### src/ist_pkg.sv
// Shared types and codes for the integer set table.
// No dependencies; imported by every module of the block.
package ist_pkg;

    localparam logic [1:0] OP_ADD    = 2'd0;
    localparam logic [1:0] OP_REMOVE = 2'd1;

    localparam logic [1:0] ST_DONE    = 2'd0;
    localparam logic [1:0] ST_PRESENT = 2'd1;
    localparam logic [1:0] ST_ABSENT  = 2'd2;
    localparam logic [1:0] ST_FULL    = 2'd3;

    localparam int unsigned DATA_W  = 32;
    localparam int unsigned COUNT_W = 7;

    // Memory port controls from the sequencer to the element store.
    typedef struct packed {
        logic wr_en;
        logic rd_en;
    } t_mem_ctl;

endpackage

### src/ist_store.sv
// Element store: single-port-write, single-port-read memory, registered read.
// Depends on ist_pkg.
module ist_store
    import ist_pkg::*;
#(
    parameter int unsigned DEPTH = 64,
    parameter int unsigned AW    = 6
) (
    input  logic              i_clk,
    input  t_mem_ctl          i_mem_ctl,
    input  logic [AW-1:0]     i_wr_addr,
    input  logic [DATA_W-1:0] i_wr_data,
    input  logic [AW-1:0]     i_rd_addr,
    output logic [DATA_W-1:0] o_rd_data
);

    logic [DATA_W-1:0] r_mem [DEPTH];
    logic [DATA_W-1:0] r_rd_data;

    always_ff @(posedge i_clk) begin
        if (i_mem_ctl.wr_en) begin
            r_mem[i_wr_addr] <= i_wr_data;
        end
        if (i_mem_ctl.rd_en) begin
            r_rd_data <= r_mem[i_rd_addr];
        end
    end

    assign o_rd_data = r_rd_data;

endmodule

### src/ist_ctrl.sv
// Sequencer for the set table: linear scan with one shared compare, then update.
// Depends on ist_pkg; drives the ports of ist_store.
module ist_ctrl
    import ist_pkg::*;
#(
    parameter int unsigned CAPACITY = 64,
    parameter int unsigned AW       = 6,
    parameter int unsigned CW       = 7
) (
    input  logic               i_clk,
    input  logic               i_rst_n,
    input  logic               start,
    input  logic [1:0]         i_op,
    input  logic [DATA_W-1:0]  i_value,
    output logic               busy,
    output logic               o_valid,
    output logic               o_ok,
    output logic [1:0]         o_status,
    output logic [COUNT_W-1:0] o_item_count,
    output t_mem_ctl           o_mem_ctl,
    output logic [AW-1:0]      o_wr_addr,
    output logic [DATA_W-1:0]  o_wr_data,
    output logic [AW-1:0]      o_rd_addr,
    input  logic [DATA_W-1:0]  i_rd_data
);

    typedef enum logic [3:0] {
        S_IDLE    = 4'b0001,
        S_SCAN    = 4'b0010,
        S_RESOLVE = 4'b0100,
        S_MOVE    = 4'b1000
    } t_state;

    t_state            r_state, n_state;
    logic [1:0]        r_op, n_op;
    logic [DATA_W-1:0] r_key, n_key;
    logic [CW-1:0]     r_idx, n_idx;
    logic [CW-1:0]     r_count, n_count;
    logic [AW-1:0]     r_pend_idx, n_pend_idx;
    logic              r_pend, n_pend;
    logic              r_found, n_found;
    logic              r_valid, n_valid;
    logic              r_ok, n_ok;
    logic [1:0]        r_status, n_status;
    logic [CW-1:0]     last_idx;
    logic              hit;
    logic [CW+COUNT_W-1:0] count_ext;

    assign last_idx = r_count - CW'(1);
    assign hit      = r_pend && (i_rd_data == r_key);

    always_comb begin
        n_state    = r_state;
        n_op       = r_op;
        n_key      = r_key;
        n_idx      = r_idx;
        n_count    = r_count;
        n_pend_idx = r_pend_idx;
        n_pend     = r_pend;
        n_found    = r_found;
        n_valid    = 1'b0;
        n_ok       = r_ok;
        n_status   = r_status;
        o_mem_ctl  = '0;
        o_wr_addr  = r_count[AW-1:0];
        o_wr_data  = r_key;
        o_rd_addr  = r_idx[AW-1:0];

        case (r_state)
            S_IDLE: begin
                if (start) begin
                    n_op    = i_op;
                    n_key   = i_value;
                    n_idx   = '0;
                    n_pend  = 1'b0;
                    n_state = S_SCAN;
                end
            end
            S_SCAN: begin
                if (hit) begin
                    n_found = 1'b1;
                    n_state = S_RESOLVE;
                end else if (r_idx < r_count) begin
                    // issue next read; its compare happens next cycle
                    o_mem_ctl.rd_en = 1'b1;
                    n_pend_idx      = r_idx[AW-1:0];
                    n_pend          = 1'b1;
                    n_idx           = r_idx + CW'(1);
                end else begin
                    n_found = 1'b0;
                    n_state = S_RESOLVE;
                end
            end
            S_RESOLVE: begin
                n_valid = 1'b1;
                n_state = S_IDLE;
                case (r_op)
                    OP_ADD: begin
                        if (r_found) begin
                            n_ok     = 1'b1;
                            n_status = ST_PRESENT;
                        end else if (r_count >= CW'(CAPACITY)) begin
                            n_ok     = 1'b0;
                            n_status = ST_FULL;
                        end else begin
                            o_mem_ctl.wr_en = 1'b1;
                            n_count         = r_count + CW'(1);
                            n_ok            = 1'b1;
                            n_status        = ST_DONE;
                        end
                    end
                    OP_REMOVE: begin
                        if (r_found) begin
                            // fetch last entry to refill the hole
                            o_mem_ctl.rd_en = 1'b1;
                            o_rd_addr       = last_idx[AW-1:0];
                            n_count         = last_idx;
                            n_valid         = 1'b0;
                            n_state         = S_MOVE;
                        end else begin
                            n_ok     = 1'b0;
                            n_status = ST_ABSENT;
                        end
                    end
                    default: begin
                        n_ok     = r_found;
                        n_status = r_found ? ST_PRESENT : ST_ABSENT;
                    end
                endcase
            end
            S_MOVE: begin
                o_mem_ctl.wr_en = 1'b1;
                o_wr_addr       = r_pend_idx;
                o_wr_data       = i_rd_data;
                n_valid         = 1'b1;
                n_ok            = 1'b1;
                n_status        = ST_DONE;
                n_state         = S_IDLE;
            end
            default: begin
                n_state = S_IDLE;
            end
        endcase
    end

    always_ff @(posedge i_clk) begin
        if (!i_rst_n) begin
            r_state <= S_IDLE;
            r_count <= '0;
            r_valid <= 1'b0;
            r_pend  <= 1'b0;
        end else begin
            r_state <= n_state;
            r_count <= n_count;
            r_valid <= n_valid;
            r_pend  <= n_pend;
        end
    end

    always_ff @(posedge i_clk) begin
        r_op       <= n_op;
        r_key      <= n_key;
        r_idx      <= n_idx;
        r_pend_idx <= n_pend_idx;
        r_found    <= n_found;
        r_ok       <= n_ok;
        r_status   <= n_status;
    end

    assign count_ext    = {{COUNT_W{1'b0}}, r_count};
    assign busy         = (r_state != S_IDLE);
    assign o_valid      = r_valid;
    assign o_ok         = r_ok;
    assign o_status     = r_status;
    assign o_item_count = count_ext[COUNT_W-1:0];

endmodule

### src/integer_set_table_unit.sv
// Top level of the integer set table: sequencer plus element store.
// Depends on ist_pkg, ist_ctrl and ist_store.
//
// A set of up to CAPACITY signed 32-bit values, kept packed and unordered
// with a fill count. A transaction is accepted when start is high and busy
// is low; i_op selects add (0), remove (1) or membership test (2; code 3
// acts as a test). Exactly one result follows per transaction: o_valid is
// high for a single cycle with o_ok, o_status (0 done, 1 already present,
// 2 not present, 3 store full) and o_item_count (count after the operation,
// low 7 bits). The receiver cannot stall the result; it must take it in
// that cycle. The scan reads one entry per cycle from the store memory
// and compares it through one shared 32-bit comparator, stopping early on
// a hit. A decide step follows; a successful remove adds a move step that
// copies the last entry into the freed slot. The strobe appears in the
// cycle busy falls. No clearing pass is needed after reset: entries at or
// above the fill count are never read.
module integer_set_table_unit
    import ist_pkg::*;
#(
    parameter int unsigned CAPACITY = 64
) (
    input  logic               i_clk,
    input  logic               i_rst_n,
    input  logic               start,
    input  logic [1:0]         i_op,
    input  logic signed [31:0] i_value,
    output logic               busy,
    output logic               o_valid,
    output logic               o_ok,
    output logic [1:0]         o_status,
    output logic [6:0]         o_item_count
);

    localparam int unsigned AW = (CAPACITY > 1) ? $clog2(CAPACITY) : 1;
    localparam int unsigned CW = $clog2(CAPACITY + 1);

    t_mem_ctl          mem_ctl;
    logic [AW-1:0]     wr_addr;
    logic [AW-1:0]     rd_addr;
    logic [DATA_W-1:0] wr_data;
    logic [DATA_W-1:0] rd_data;

    // Sequencer: scan, decide, optional move of last entry.
    ist_ctrl #(
        .CAPACITY (CAPACITY),
        .AW       (AW),
        .CW       (CW)
    ) u_ctrl (
        .i_clk        (i_clk),
        .i_rst_n      (i_rst_n),
        .start        (start),
        .i_op         (i_op),
        .i_value      (i_value),
        .busy         (busy),
        .o_valid      (o_valid),
        .o_ok         (o_ok),
        .o_status     (o_status),
        .o_item_count (o_item_count),
        .o_mem_ctl    (mem_ctl),
        .o_wr_addr    (wr_addr),
        .o_wr_data    (wr_data),
        .o_rd_addr    (rd_addr),
        .i_rd_data    (rd_data)
    );

    // Element storage, contents undefined until written.
    ist_store #(
        .DEPTH (CAPACITY),
        .AW    (AW)
    ) u_store (
        .i_clk     (i_clk),
        .i_mem_ctl (mem_ctl),
        .i_wr_addr (wr_addr),
        .i_wr_data (wr_data),
        .i_rd_addr (rd_addr),
        .o_rd_data (rd_data)
    );

endmodule

### config.mk
export PLATFORM = sky130hd
export DESIGN_NAME = integer_set_table_unit
export DESIGN_NICKNAME = d
export VERILOG_FILES = /design/src/ist_pkg.sv /design/src/ist_store.sv /design/src/ist_ctrl.sv /design/src/integer_set_table_unit.sv
export SDC_FILE = /design/constraint.sdc
export NUM_CORES = 2
export LEC_CHECK = 0
export BUFFER_PORTS_ARGS = -buffer_cell sky130_fd_sc_hd__buf_2
export CAP_MARGIN = 20
export CORE_ASPECT_RATIO = 2
export CORE_MARGIN = 2
export CORE_UTILIZATION = 68
export DETAILED_ROUTE_END_ITERATION = 8
export PLACE_DENSITY = 0.84
export SLEW_MARGIN = 0
export SYNTH_ARGS = -nofsm -noshare
export SYNTH_HDL_FRONTEND = slang
export SYNTH_HIERARCHICAL = 1
export SYNTH_SLANG_ARGS = --single-unit
### constraint.sdc
create_clock -name i_clk -period 11.4 [get_ports i_clk]
set_input_delay 0 -clock i_clk [delete_from_list [all_inputs] [get_ports i_clk]]
set_output_delay 0 -clock i_clk [all_outputs]
set_load 0.1 [all_outputs]
==> impl_metrics.json <==
{
  "outcome": "finished, violations left",
  "violations": "design-rule violations, max-capacitance violations, max-slew violations",
  "crit_path_max_fanout": 47,
  "post_synth.cell_area_avg_um2": 22.59,
  "peakVddDrop_mv": 0.1192,
  "synth-edff-count": 2131,
  "synth_fp_nets": 3696,
  "vias": 46430,
  "dieWidth_um": 250.2,
  "grt_pass1_vias": 45290,
  "dpl_worst_slack_ns": 5.800,
  "syn-instance-count": 3650,
  "fill_cells": 5319,
  "vias_per_cell": 8.330,
  "io_buffers": 48,
  "p_leak_uw": 0.02837,
  "first_pass_iters": 9,
  "antenna_left": 0,
  "nNetsFinal": 3926,
  "fmaxAchievable_mhz": 157.0,
  "setup_viol": 0,
  "worstPathArrival_ns": 7.01,
  "r2r_start": "u_ctrl/r_op[0]",
  "dp_hpwl_um": 119300,
  "cts_htree_levels": 4,
  "hold_start": "i_value[6]",
  "yosys.area.top_type_share_pct": 77.62,
  "hold_violations": 0,
  "grt_util_all_layers_pct": 39.84,
  "p_comb_share_pct": 7.9,
  "ys_types": 52,
  "antenna_found_initial": 21,
  "syn2layout_area_growth_pct": 11.48,
  "grt_max_degree": 116,
  "skew_ns": 0.03442,
  "die_y_um": 496.4,
  "min_to": "u_ctrl/r_key[6]",
  "cts_tree": "built",
  "cts_buffers": 166,
  "rsz0062_at_grt": "no",
  "synth_seq_cells": 2144,
  "p_sw_uw": 3702,
  "drcViolationCount": 128,
  "overflow": 0,
  "dieArea_um2": 124200,
  "std_cell_rows": 180,
  "whs_path_depth": 2,
  "seq_area_frac_synth_pct": 77.94,
  "hold_path_class": "in -> reg",
  "r2r-end": "u_store/o_rd_data[28]",
  "pwr-share-clk_pct": 37.5,
  "cts_root_buf": "clkbuf_16",
  "required_ns": 12.04,
  "sw_frac_of_total_pct": 23.02,
  "cts_resized": 0,
  "place.gp.congestion": 0.9013,
  "synth_area_um2": 82440,
  "power.internal_uw": 12380,
  "core_um2": 120300,
  "cts_hold_buf": 68,
  "critPathKind": "reg -> reg",
  "reg2regPathDepth": 14,
  "io_pins": 49,
  "synth_top_cells_by_area": "edfxtp_1 78%, mux4_2 15%, mux2i_1 1.1%, nor2_1 0.71%, o22ai_1 0.64%",
  "cts.path.max_buffers": 3,
  "fin_crit_sh_pct": 55.86,
  "synth_warnings": 6,
  "postCtsSetupBuffers": 0,
  "yosysTopAreaCell": "edfxtp_1",
  "clock-sinks": 2144,
  "worst_pin_slew_ns": 1.600,
  "maxCapViolCount": 1,
  "drive_above_1_share_pct": 26.96,
  "slew-limit-headroom_pct": -6.995,
  "synthFlopType": "edfxtp_1",
  "drv_slew": 3,
  "path_clk_slew_ns": 0.08,
  "seqPwrFrac_pct": 54.5,
  "wl_um": 261300,
  "finalSetupTns_ns": 0,
  "clk-insertion-delay-late_ns": 0.82,
  "wl_per_cell_um": 46.87,
  "period_needed_ns": 6.368,
  "synthArstFlopShare_pct": 0,
  "grt_first_pass_wirelength_um": 339400,
  "r2r_setup_slack_ns": 5.03,
  "p_per_area_nw_per_um2": 175.0,
  "worstSetupStartpointType": "register",
  "drt-initial-drc-count": 9825,
  "setup_slack_ns": 5.032,
  "initial_utilization_pct": 68.55,
  "end_kind": "register"
}
Yosys cell counts (all sizes together) (8+ instances only):
cell type and n:
a21oi 74, a22oi 12, a311oi 8, and2 12, buf 108, clkbuf 84
dfxtp 13, edfxtp 2131, ha 9, inv 13, mux2 31, mux2i 93
mux4 544, nand2 48, nand2b 12, nand3 14, nand4 10, nor2 156
nor2b 17, nor3 17, o21ai 14, o221ai 28, o22ai 84, xnor2 25
xor2 22
cells by family (layout without fill, tap and decap cells):
kind of cell / count (synthesis) / count (layout) / share of synthesized area [%]
other cells: 0 / 18 / 0
fa+ha+maj: 9 / 9 / 0.1366
xor+xnor: 47 / 47 / 0.4993
flops: 2144 / 2144 / 77.94
buf+inv: 205 / 564 / 1.179
compound gates: 240 / 240 / 1.868
mux: 668 / 668 / 16.41
simple gates: 337 / 337 / 1.965
through the flow:
stage	utilization [%]	hold WS [ns]	instance area [um2]	cells	power [uW]
finish	76.42	0.07387	91910	5574	16080
global route	76.40	0.06681	91880	5563	16290
CTS	75.85	0.009721	91220	5524	15840
detailed placement	70.81	0.1787	85160	5159	10030
global placement	70.78	0.1822	85120	5155	9982
floorplan	-	0.09887	82440	3650	9678
routing by layer:
metal  global-route usage, %  up-vias  routed length, um
met5                  0.2703        -                543
met4                   28.81       24              27580
met3                   11.33     1829              38030
met2                   65.06     5975             124600
met1                   45.50    22700              70500
li1                        -    15900                  -
power by group through the flow:
stage	registers [uW]	logic, uW	clock network (uW)
final	8770	1280	6040
after global routing	8760	1290	6240
after CTS	8770	1140	5930
after detailed placement	8940	1080	0
after global placement	8940	1040	0
after floorplan	8930	749	0
placed cells by master, fill, tap and decap left out, drive strengths merged, types with 6 or more instances in the layout:
cell type	n
a21oi	74
diode	18
nor4	7
a311oi	8
mux2	31
nand4	10
xor2	22
o22ai	84
nand3	14
edfxtp	2131
inv	23
clkinv	58
mux2i	93
o221ai	28
buf	184
o21ai	14
xnor2	25
nand2	48
or4	6
ha	9
nor2b	17
nor3	17
nand3b	7
dfxtp	13
dlygate4sd3	69
clkinvlp	10
mux4	544
and2	12
clkbuf	202
bufinv	18
a22oi	12
nor2	156
nand2b	12
and3	7
worst max-delay path: stages, from the launching register on:
cell and delay [ns]:
edfxtp_1 0.51, nor2b_1 0.67, nand2_1 0.19, nor2_1 0.13
buf_4 0.30, nor2_1 0.14, a21oi_4 0.80, buf_4 0.91
buf_4 0.63, nand2b_1 0.55, buf_4 0.40, o22ai_1 0.15
nor2_1 0.23, a21oi_1 0.20, nor2_1 0.23
state kept, by name (all words and copies together) (netlist names):
register	count
u_ctrl/o_item_count	7
u_ctrl/r_state	4
u_ctrl/o_ok	1
u_ctrl/o_valid	1
u_ctrl/r_idx	7
u_ctrl/r_key	32
u_store/r_mem	2048
u_ctrl/r_op	2
u_ctrl/r_found	1
u_ctrl/o_status	2
u_store/o_rd_data	32
u_ctrl/r_pend_idx	6
u_ctrl/r_pend	1
how the worst max path moves through the flow:
stage,startpoint,slack (ns),endpoint,depth (start not counted)
6_report,u_ctrl/r_op[0],5.03,u_store/o_rd_data[28],14
5_1_grt,u_ctrl/r_op[1],5.15,u_store/o_rd_data[14],12
4_1_cts,u_ctrl/r_state[2],5.64,u_store/o_rd_data[13],10
3_5_place_dp,u_ctrl/r_state[2],5.80,u_store/o_rd_data[9],10
3_3_place_gp,u_ctrl/r_state[0],5.83,u_store/o_rd_data[9],10
2_1_floorplan,u_ctrl/o_item_count[0],6.70,u_store/r_mem[49][0],4
area by class of cell:
cell class | instances | area, um2 | share of cell area (%)
repair buffers | 254 | 2451 | 2.667
inverters | 13 | 48.80 | 0.05309
clock buffers | 201 | 4392 | 4.778
multi-input cells | 1301 | 17800 | 19.36
flip-flops and latches | 2144 | 64250 | 69.91
clock inverters | 96 | 987.2 | 1.074
well taps | 1547 | 1936 | 2.106
diodes | 18 | 45.04 | 0.04901
Power figures use the tool's default switching activity.
